`src/rtl/core/i2cdw_pkg.sv`:
```
// Shared types, constants and helper functions for the I2C display write master.
// Used by i2cdw_step and i2c_display_write_master_top; depends on nothing else.
package i2cdw_pkg;

    // Bus timing in ticks.
    localparam int unsigned EDGE_TICKS  = 5;
    localparam int unsigned SETUP_TICKS = 2;
    localparam int unsigned MAX_TICKS   = (EDGE_TICKS > SETUP_TICKS) ? EDGE_TICKS : SETUP_TICKS;
    // The tick counter must be able to hold the longest segment length itself.
    localparam int unsigned WAIT_W      = $clog2(MAX_TICKS + 1);

    localparam logic [WAIT_W-1:0] EDGE_LEN  = WAIT_W'(EDGE_TICKS);
    localparam logic [WAIT_W-1:0] SETUP_LEN = WAIT_W'(SETUP_TICKS);

    // Transaction phases.
    localparam logic [2:0] PH_IDLE  = 3'd0;
    localparam logic [2:0] PH_START = 3'd1;
    localparam logic [2:0] PH_BIT   = 3'd2;
    localparam logic [2:0] PH_ACK   = 3'd3;
    localparam logic [2:0] PH_STOP  = 3'd4;

    // Configuration register indexes.
    localparam logic [1:0] CFG_DEVICE_ADDRESS  = 2'd0;
    localparam logic [1:0] CFG_COMMAND_CONTROL = 2'd1;
    localparam logic [1:0] CFG_DATA_CONTROL    = 2'd2;

    localparam logic [7:0] RST_DEVICE_ADDRESS  = 8'h78;
    localparam logic [7:0] RST_COMMAND_CONTROL = 8'h00;
    localparam logic [7:0] RST_DATA_CONTROL    = 8'h40;

    localparam logic [1:0] BYTE_CONTROL = 2'd1;
    localparam logic [1:0] BYTE_LAST    = 2'd3;

    typedef struct packed {
        logic [2:0]        phase;
        logic [1:0]        segment;
        logic [WAIT_W-1:0] wait_count;
        logic [2:0]        bit_index;
        logic [1:0]        byte_index;
        logic [7:0]        shift_byte;
        logic [7:0]        held_payload;
        logic              held_type;
        logic [2:0]        ack_bits;
        logic              scl;
        logic              sda;
    } t_state;

    typedef struct packed {
        logic [7:0] device_address;
        logic [7:0] command_control;
        logic [7:0] data_control;
    } t_cfg;

    typedef struct packed {
        logic       request_valid;
        logic       req_type;
        logic [7:0] payload;
        logic       sda_sample;
    } t_item;

    typedef struct packed {
        logic       scl_level;
        logic       sda_level;
        logic       busy_res;
        logic       accepted;
        logic       done_res;
        logic [2:0] ack_flags;
    } t_result;

    // Length in ticks of the current segment of a phase.
    function automatic logic [WAIT_W-1:0] seg_len(input logic [2:0] phase,
                                                  input logic [1:0] segment);
        logic [WAIT_W-1:0] len;
        len = EDGE_LEN;
        if (phase == PH_BIT || phase == PH_ACK) begin
            if (segment == 2'd1) begin
                len = EDGE_LEN;
            end else if (phase == PH_ACK && segment == 2'd2) begin
                len = EDGE_LEN;
            end else begin
                len = SETUP_LEN;
            end
        end
        return len;
    endfunction

endpackage

```
`src/rtl/core/i2cdw_step.sv`:
```
// Next-state and result logic for one tick of the I2C display write master.
// Purely combinational; uses types and constants from i2cdw_pkg.
module i2cdw_step
    import i2cdw_pkg::*;
(
    input  t_state  i_state,
    input  t_cfg    i_cfg,
    input  t_item   i_item,
    output t_state  o_next,
    output t_result o_result
);

    t_state            s;
    logic              acc;
    logic              busy;
    logic              done;
    logic [WAIT_W:0]   wait_sum;
    logic [1:0]        byte_next;

    always_comb begin
        s         = i_state;
        acc       = 1'b0;
        busy      = 1'b0;
        done      = 1'b0;
        wait_sum  = '0;
        byte_next = s.byte_index + 2'd1;

        if (s.phase == PH_IDLE && i_item.request_valid) begin
            acc            = 1'b1;
            s.held_type    = i_item.req_type;
            s.held_payload = i_item.payload;
            s.ack_bits     = '0;
            s.byte_index   = '0;
            s.bit_index    = '0;
            s.wait_count   = '0;
            s.phase        = PH_START;
            s.segment      = '0;
            byte_next      = 2'd1;
        end

        if (s.phase != PH_IDLE) begin
            busy = 1'b1;

            // Line levels for the segment this tick belongs to.
            unique case (s.phase)
                PH_START: begin
                    s.scl = (s.segment != 2'd2);
                    s.sda = (s.segment == 2'd0);
                end
                PH_BIT: begin
                    s.scl = (s.segment == 2'd1);
                    s.sda = s.shift_byte[7];
                end
                PH_ACK: begin
                    s.scl = (s.segment == 2'd1);
                    s.sda = 1'b1;
                end
                PH_STOP: begin
                    s.scl = 1'b1;
                    s.sda = (s.segment != 2'd0);
                end
                default: begin
                    s.scl = i_state.scl;
                    s.sda = i_state.sda;
                end
            endcase

            wait_sum     = {1'b0, s.wait_count} + (WAIT_W+1)'(1);
            s.wait_count = wait_sum[WAIT_W-1:0];

            if (wait_sum >= {1'b0, seg_len(s.phase, s.segment)}) begin
                s.wait_count = '0;
                unique case (s.phase)
                    PH_START: begin
                        if (s.segment < 2'd2) begin
                            s.segment = s.segment + 2'd1;
                        end else begin
                            s.shift_byte = i_cfg.device_address;
                            s.bit_index  = '0;
                            s.phase      = PH_BIT;
                            s.segment    = '0;
                        end
                    end
                    PH_BIT: begin
                        if (s.segment < 2'd2) begin
                            s.segment = s.segment + 2'd1;
                        end else begin
                            s.shift_byte = {s.shift_byte[6:0], 1'b0};
                            s.segment    = '0;
                            if (s.bit_index == 3'd7) begin
                                s.bit_index = '0;
                                s.phase     = PH_ACK;
                            end else begin
                                s.bit_index = s.bit_index + 3'd1;
                            end
                        end
                    end
                    PH_ACK: begin
                        // The acknowledge is sampled on the last tick of SCL high.
                        if (s.segment == 2'd1 && !i_item.sda_sample) begin
                            s.ack_bits = s.ack_bits | 3'(3'b001 << s.byte_index);
                        end
                        if (s.segment < 2'd2) begin
                            s.segment = s.segment + 2'd1;
                        end else begin
                            s.byte_index = byte_next;
                            s.segment    = '0;
                            if (byte_next == BYTE_LAST) begin
                                s.phase = PH_STOP;
                            end else begin
                                s.bit_index = '0;
                                s.phase     = PH_BIT;
                                if (byte_next == BYTE_CONTROL) begin
                                    s.shift_byte = s.held_type ? i_cfg.data_control
                                                               : i_cfg.command_control;
                                end else begin
                                    s.shift_byte = s.held_payload;
                                end
                            end
                        end
                    end
                    PH_STOP: begin
                        if (s.segment < 2'd1) begin
                            s.segment = s.segment + 2'd1;
                        end else begin
                            s.phase   = PH_IDLE;
                            s.segment = '0;
                            done      = 1'b1;
                        end
                    end
                    default: begin
                        s.phase = PH_IDLE;
                    end
                endcase
            end
        end

        o_next             = s;
        o_result.scl_level = s.scl;
        o_result.sda_level = s.sda;
        o_result.busy_res  = busy;
        o_result.accepted  = acc;
        o_result.done_res  = done;
        o_result.ack_flags = s.ack_bits;
    end

endmodule

```
`src/rtl/core/i2c_display_write_master_top.sv`:
```
// Top level of the I2C display write master: input register, bus state, result register.
// Depends on i2cdw_pkg and i2cdw_step.
//
//  channel | direction | handshake                  | content
//  --------+-----------+----------------------------+-------------------------------------
//  in      | to block  | i_in_valid / o_in_ready    | request, type, payload, SDA sample
//  out     | from block| o_out_valid / i_out_ready  | SCL, SDA, busy, accepted, done, acks
//  cfg     | to block  | i_cfg_valid / o_cfg_ready  | register index and 8-bit data
//
// A tick's result is registered: the input register feeds the step logic, whose output
// lands in the result register when that register can advance.
// One tick is accepted per cycle while the input ready is high.
// Reset is synchronous and active low; it clears the bus state and both valid flags.
// When the result is not taken, the result register and then the input register hold,
// and the input ready drops only when both are full.
module i2c_display_write_master_top
    import i2cdw_pkg::*;
(
    input  logic       i_clk,
    input  logic       i_rst_n,

    input  logic       i_in_valid,
    output logic       o_in_ready,
    input  logic       i_request_valid,
    input  logic       i_req_type,
    input  logic [7:0] i_payload,
    input  logic       i_sda_sample,

    output logic       o_out_valid,
    input  logic       i_out_ready,
    output logic       o_scl_level,
    output logic       o_sda_level,
    output logic       o_busy_res,
    output logic       o_accepted,
    output logic       o_done_res,
    output logic [2:0] o_ack_flags,

    input  logic       i_cfg_valid,
    output logic       o_cfg_ready,
    input  logic [1:0] i_cfg_index,
    input  logic [7:0] i_cfg_data
);

    logic    r_in_valid;
    t_item   r_item;
    t_state  r_state;
    t_state  n_state;
    t_cfg    r_cfg;
    logic    r_out_valid;
    t_result r_result;
    t_result n_result;
    logic    w_advance;

    assign w_advance   = !r_out_valid || i_out_ready;
    assign o_in_ready  = !r_in_valid || w_advance;
    assign o_cfg_ready = 1'b1;

    i2cdw_step u_step (
        .i_state  (r_state),
        .i_cfg    (r_cfg),
        .i_item   (r_item),
        .o_next   (n_state),
        .o_result (n_result)
    );

    always_ff @(posedge i_clk) begin
        if (!i_rst_n) begin
            r_in_valid <= 1'b0;
        end else if (o_in_ready) begin
            r_in_valid <= i_in_valid;
        end
    end

    always_ff @(posedge i_clk) begin
        if (i_in_valid && o_in_ready) begin
            r_item.request_valid <= i_request_valid;
            r_item.req_type      <= i_req_type;
            r_item.payload       <= i_payload;
            r_item.sda_sample    <= i_sda_sample;
        end
    end

    always_ff @(posedge i_clk) begin
        if (!i_rst_n) begin
            // Everything cleared except the two line levels, which come up released high.
            r_state     <= {{($bits(t_state) - 2){1'b0}}, 2'b11};
            r_out_valid <= 1'b0;
        end else if (w_advance) begin
            r_out_valid <= r_in_valid;
            if (r_in_valid) begin
                r_state <= n_state;
            end
        end
    end

    always_ff @(posedge i_clk) begin
        if (w_advance && r_in_valid) begin
            r_result <= n_result;
        end
    end

    always_ff @(posedge i_clk) begin
        if (!i_rst_n) begin
            r_cfg.device_address  <= RST_DEVICE_ADDRESS;
            r_cfg.command_control <= RST_COMMAND_CONTROL;
            r_cfg.data_control    <= RST_DATA_CONTROL;
        end else if (i_cfg_valid) begin
            unique case (i_cfg_index)
                CFG_DEVICE_ADDRESS:  r_cfg.device_address  <= i_cfg_data;
                CFG_COMMAND_CONTROL: r_cfg.command_control <= i_cfg_data;
                CFG_DATA_CONTROL:    r_cfg.data_control    <= i_cfg_data;
                default: begin
                    // Writes beyond the register list are dropped.
                end
            endcase
        end
    end

    assign o_out_valid = r_out_valid;
    assign o_scl_level = r_result.scl_level;
    assign o_sda_level = r_result.sda_level;
    assign o_busy_res  = r_result.busy_res;
    assign o_accepted  = r_result.accepted;
    assign o_done_res  = r_result.done_res;
    assign o_ack_flags = r_result.ack_flags;

endmodule

```
`config.mk`:
```
export PLATFORM = sky130hd
export DESIGN_NAME = i2c_display_write_master_top
export DESIGN_NICKNAME = d
export VERILOG_FILES = /design/src/rtl/core/i2cdw_pkg.sv /design/src/rtl/core/i2cdw_step.sv /design/src/rtl/core/i2c_display_write_master_top.sv
export SDC_FILE = /design/constraint.sdc
export NUM_CORES = 1
export LEC_CHECK = 0
export BUFFER_PORTS_ARGS = -buffer_cell sky130_fd_sc_hd__buf_2
export CAP_MARGIN = 10
export CELL_PAD_IN_SITES_DETAIL_PLACEMENT = 1
export CELL_PAD_IN_SITES_GLOBAL_PLACEMENT = 2
export CORE_UTILIZATION = 41
export CTS_BUF_LIST = sky130_fd_sc_hd__clkbuf_8
export DETAILED_ROUTE_END_ITERATION = 8
export GPL_TIMING_DRIVEN = 0
export PLACE_DENSITY = 0.9
export SLEW_MARGIN = 20
export SYNTH_ARGS = -nofsm -noshare
export SYNTH_HDL_FRONTEND = slang
export SYNTH_SLANG_ARGS = --single-unit
```
`constraint.sdc`:
```
create_clock -name i_clk -period 5.9 [get_ports i_clk]
set_input_delay 1.475 -clock i_clk [delete_from_list [all_inputs] [get_ports i_clk]]
set_output_delay 1.475 -clock i_clk [all_outputs]
set_load 0.03 [all_outputs]
```
* After elaboration in Yosys (flattened, before gate mapping) *
Cells that the tools add are included.

word-level totals
  memory bits (read-only) = 0
  bits of input ports = 26
  output and inout bits = 11
  logic and storage cells = 115
  RAM bits = 0
  register bits = 80
  bits in latches = 0
  memories = 0

operators by class
  div/mod/pow operators = 0
  multiplexer cells = 40
  add/subtract/negate cells = 4
  reductions and logical operators = 24
  magnitude comparators = 3
  equality and inequality tests = 16
  shift-type cells = 1
  bitwise operators = 1
  multiply operators = 0

operators by type and width
  kind                                                                   number
  3-bit two-way mux                                                      17
  21-bit two-way mux                                                     2
  8-bit two-way mux                                                      5
  13-bit two-way mux                                                     2
  8-bit case mux with 3 select lines                                     1
  12-bit two-way mux                                                     1
  3-bit case mux with 4 select lines                                     1
  2-bit != test, second input constant                                   5
  3-bit case mux with 3 select lines                                     1
  9-bit AND reduction                                                    1
  2-bit two-way mux                                                      4
  2-bit case mux with 4 select lines                                     1
  2-bit AND reduction                                                    4
  2-bit by 1-bit equality test with 1-bit output, second input constant  3
  2-bit equality test, second input constant                             3
  3-bit by 2-bit equality test with 1-bit output, second input constant  2
  3-bit equality test, second input constant                             2
  3-bit nonzero test                                                     2
  1-bit logical AND                                                      5
  5-bit two-way mux                                                      1
  2-bit by 1-bit adder with 2-bit output, second input constant          2
  3-bit by 1-bit adder with 4-bit output, second input constant          1
  4-bit by 3-bit greater-or-equal comparator with 1-bit output           1
  2-bit zero test                                                        2
  14 further kinds                                                       20

* Longest topological paths before layout *
  word-level depth = 12
  mapped depth = 15

* Modules after synthesis *
From an unflattened synthesis, not the netlist that was laid out.

second synthesis, totals
  cell total of the unflattened synthesis = 482
  area, all modules = 4262.8 µm²

by module, submodules not included
  module                        area an instance (µm²)  seq. area each (µm²)  cells an instance  times used
  i2c_display_write_master_top  2882.8                  1791.7                272                1
  i2cdw_step                    1380.1                  0.0                   210                1

* Least setup slack after synthesis *
OpenSTA, ideal clock, no wires.

  path kind = input -> output
  start = in i_out_ready
  end = out o_in_ready
  path slack = 2573 ps
  stages on the path = 2
  arrival time = 1852 ps
  path buffers = 0
  data required time = 4425 ps
  cell sequence = nor2b_1 > nand2_1

on the way
  cells in the longest elaborated chain, start to end = 2

RTL lines
  item              line                                source
  from (decl)       i2c_display_write_master_top.sv:30  input logic i_out_ready,
  1-bit logical OR  i2c_display_write_master_top.sv:54  assign w_advance = !r_out_valid || i_out_ready;
  1-bit logical OR  i2c_display_write_master_top.sv:55  assign o_in_ready = !r_in_valid || w_advance;
  to (decl)         i2c_display_write_master_top.sv:23  output logic o_in_ready,

No other way between the ends.

* Worst setup path in the final report *
  start = reg r_item[10] in the netlist's numbering
  end = reg r_result, in the netlist o_done_res (data pin)

on the way
  cells in the longest elaborated chain, start to end = 10
  elaborated cells between the ends (all ways) = 19
  classes of those cells = add/sub (1); order compare (2); eq/ne (5); mux (6); reduce/logical (5)

RTL lines
  item                                                                                          line                                source
  from (decl)                                                                                   i2c_display_write_master_top.sv:45  t_item r_item;
  1-bit logical AND *                                                                           i2cdw_step.sv:28                    if (s.phase == PH_IDLE && i_item.request_valid) begin
  13-bit two-way mux *                                                                          i2cdw_step.sv:28
  3-bit by 2-bit equality test with 1-bit output / 2-bit equality test (equally long branches)  i2cdw_pkg.sv:75, i2cdw_pkg.sv:78
  1-bit logical AND                                                                             i2cdw_pkg.sv:78                     end else if (phase == PH_ACK && segment == 2'd2) begin
  3-bit two-way mux                                                                             i2cdw_pkg.sv:78
  3-bit two-way mux                                                                             i2cdw_pkg.sv:76                     if (segment == 2'd1) begin
  3-bit two-way mux                                                                             i2cdw_pkg.sv:75                     if (phase == PH_BIT || phase == PH_ACK) begin
  3-bit two-way mux                                                                             i2cdw_step.sv:41                    if (s.phase != PH_IDLE) begin
  4-bit by 3-bit greater-or-equal comparator with 1-bit output                                  i2cdw_step.sv:71                    if (wait_sum >= {1'b0, seg_len(s.phase, s.segment)}) begin
  3-bit AND reduction (no source line)                                                          -
  to (signal assigned)                                                                          i2c_display_write_master_top.sv:98  r_result <= n_result;
  to (decl)                                                                                     i2c_display_write_master_top.sv:50  t_result r_result;

Mark *: on every way between the ends. The rest lies on a longest branch, timed or not. The select of a mux whose other input is x is not followed.
A chain may end at the register's enable or synchronous reset.

==> impl_metrics.csv <==
group,metric,value,unit
worst_setup_path,crit_path_end_kind,"flip-flop",
clocking,cts_tree,"built",
clocking,clock_latency,360,ps
clocking,clockBufferDepth,2,
floorplan,start_util,43.2,%
route,remaining_drc_errors,0,
floorplan,placementRows,34,
finish,final_cell_mix,"dfxtp_1, nor2_1, nand2_1, a21oi_1, buf_2",
synthesis,yosysWarnings,0,
clocking,cts_hold_buf,0,
timing,final-hold-violation-count,0,
synthesis,synth_cell_types,55,
pwr,power,1.08,mW
synthesis,synth_nets,465,
finish,fin_nets,511,
timing,finalSetupTns,0,ps
timing,worst_pin_slew,843,ps
timing,slew_headroom,43.2,%
route,wire_per_inst,18.0,microns
timing,setup_violations,0,
route,drtIter0Drc,157,
grt,overflow,0,
clocking,cts_resized,0,
finish,drive_gt1_share,13.4,%
route,routed_wl,10600,microns
placement,dp_slack,2100,ps
clocking,numCtsBuffers,9,
timing,slew_viol_final,0,
synthesis,ys.flop_type,"dfxtp_1",
floorplan,core_area,8890,sq um
grt,grtUsageTotal,23.2,%
floorplan,ios,37,
pwr,pwr-share-clk,37.4,%
status,status,"completed",
grt,grt_pass1_vias,3396,
clocking,cts_setup_buffers,0,
finish,fillers,1083,
timing,max_freq,255,MHz
pwr,p_seq_share,54.4,%
clocking,clk_pin_slew,90,ps
floorplan,die_area,9770,sq um
pwr,p_sw,0.275,mW
floorplan,die_y,98.8,microns
clocking,cts_max_level,3,
synthesis,synth_area,3840,sq um
grt,grt_max_degree,18,
clocking,cts_root_buf,"clkbuf_8",
pwr,power.internal,0.800,mW
job,maxCapViolations,0,
placement,portBuffers,35,
worst_setup_path,arrival,4050,ps
clocking,clock-sinks,80,
min_path,holdCritPathClass,"flip-flop to flip-flop",
worst_setup_path,startpoint_type,"flip-flop",
pwr,irDropWorstVdd,0.000140,V
timing,finalCritPeriodShare,66.5,%
placement,gp_congestion,0.819,
synthesis,ys_seq_area_share,46.6,%
floorplan,die_w,98.8,microns
grt,grt_pass1_wl,17400,microns
timing,rsz0062_at_grt,"false",
worst_setup_path,cp_max_fo,10,
pwr,combPwrFrac,8.2,%
pwr,power_switching_share,25.6,%
finish,insertedDiodeCount,0,
synthesis,synth-edff-count,19,
grt,antenna_found_initial,0,
synthesis,ys_ff_latch,80,
timing,skew,12.6,ps
worst_setup_path,path_class,"flip-flop to flip-flop",
pwr,powerDensity,248,nW/um^2
placement,dp_hpwl,7630,microns
finish,area_growth,13.0,%
synthesis,syn_inst,427,
synthesis,syn_area_per_cell,9.00,sq um
route,vias,3296,
synthesis,async_reset_ff_share,0,%
timing,layout_setup_ws,1980,ps
worst_setup_path,crit_required,6030,ps
route,ant_nets,0,
pwr,p_leak,1.68,nW
worst_setup_path,r2r_slack,1980,ps
timing,min_period,3920,ps
finish,final_common_cell,"dfxtp_1",
route,viasPerCell,5.62,
route,firstDrtPassIters,4,
## metal layers
metal | vias to the layer above | track usage, % | share of wire, % | wire length, microns
met5 | - | 0 | 0 | 0
met4 | 0 | 8.84 | 1.2 | 130
met3 | 8 | 3.05 | 3.0 | 319
met2 | 71 | 38.5 | 46 | 4900
met1 | 1611 | 30.9 | 49 | 5200
li1 | 1606 | - | - | -
## Yosys cell counts (2+ instances only)
cell type	n	area, sq um
a211o_1	4	35.0
a211oi_1	2	15.0
a21oi_1	49	245
a22oi_1	2	15.0
a2bb2oi_1	2	17.5
a311oi_1	7	61.3
a31oi_1	4	25.0
and2_1	5	31.3
and3_1	2	12.5
buf_1	2	7.51
buf_2	4	20.0
buf_4	2	15.0
buf_6	2	22.5
clkbuf_1	19	71.3
dfxtp_1	61	1220
edfxtp_1	19	571
ha_1	12	150
inv_1	9	33.8
mux2i_1	32	320
nand2_1	50	188
nand2b_1	7	43.8
nand3_1	8	40.0
nand3b_1	3	22.5
nor2_1	51	191
nor2b_1	6	37.5
nor3_1	5	25.0
nor3b_1	8	60.1
nor4_1	3	18.8
o2111ai_1	2	17.5
o21a_1	2	15.0
o21ai_0	15	75.1
o31ai_1	3	22.5
o32ai_1	2	17.5
or2_2	2	12.5
## flip-flops by register name, summed over array words and instances (netlist names)
register and cells:
o_accepted 1, o_ack_flags 3, o_busy_res 1, o_done_res 1
o_out_valid 1, o_scl_level 1, o_sda_level 1, r_cfg 24
r_in_valid 1, r_item 11, r_state 35
## power groups by stage
stage          Sequential, mW  Clock, mW  Combinational [mW]
2_1_floorplan           0.601          0              0.0502
3_3_place_gp            0.597          0              0.0852
3_5_place_dp            0.598          0              0.0876
4_1_cts                 0.585      0.410              0.0883
5_1_grt                 0.587      0.435              0.0964
6_report                0.585      0.402              0.0879
## worst paths after layout
kind / startpoint / end / cells after the start
setup / recovery: r_item[10] / o_done_res / 11
hold / removal: r_state[12] / r_state[12] / 2
setup reg to reg: r_item[10] / o_done_res / 11
hold reg to reg: r_state[12] / r_state[12] / 2
## cell type report
| type | count | area [sq um] | share of cell area (%) |
|---|---|---|---|
| buffer | 29 | 136 | 3.14 |
| clock buffer | 9 | 124 | 2.85 |
| clock inverter | 7 | 65.1 | 1.50 |
| inverter | 11 | 41.3 | 0.950 |
| multi-input combinational | 307 | 1880 | 43.2 |
| sequential | 80 | 1790 | 41.2 |
| tap | 108 | 135 | 3.11 |
| timing repair buffer | 35 | 175 | 4.03 |
## cells by family (layout without fill, tap and decap cells)
family | after synthesis | count (layout) | synth area share [%]
simple gates | 156 | 156 | 19.1
xor+xnor | 1 | 1 | 0.228
flops | 80 | 80 | 46.6
other cells | 1 | 1 | 0.0975
buf+inv | 40 | 91 | 4.62
fa+ha+maj | 12 | 12 | 3.90
compound gates | 104 | 104 | 16.8
mux | 33 | 33 | 8.62
## critical path, cell delays in order (launching register included)
cell	delay [ps]
edfxtp_1	510
or4b_4	520
buf_6	170
nand2_1	220
inv_1	70
ha_1	250
a211o_1	330
ha_1	280
nor2b_1	50
o21ai_0	680
nor2_1	240
nor4_1	370
## stage by stage
stage / utilization, % / hold slack (ps) / cell area (sq um) / instances
2_1_floorplan: - / 436 / 3840 / 427
3_3_place_gp: 46.7 / 447 / 4160 / 570
3_5_place_dp: 46.7 / 453 / 4160 / 570
4_1_cts: 48.9 / 464 / 4340 / 586
5_1_grt: 48.9 / 489 / 4340 / 586
6_report: 48.9 / 460 / 4340 / 586
No activity file was read; power rests on OpenSTA's default activity.
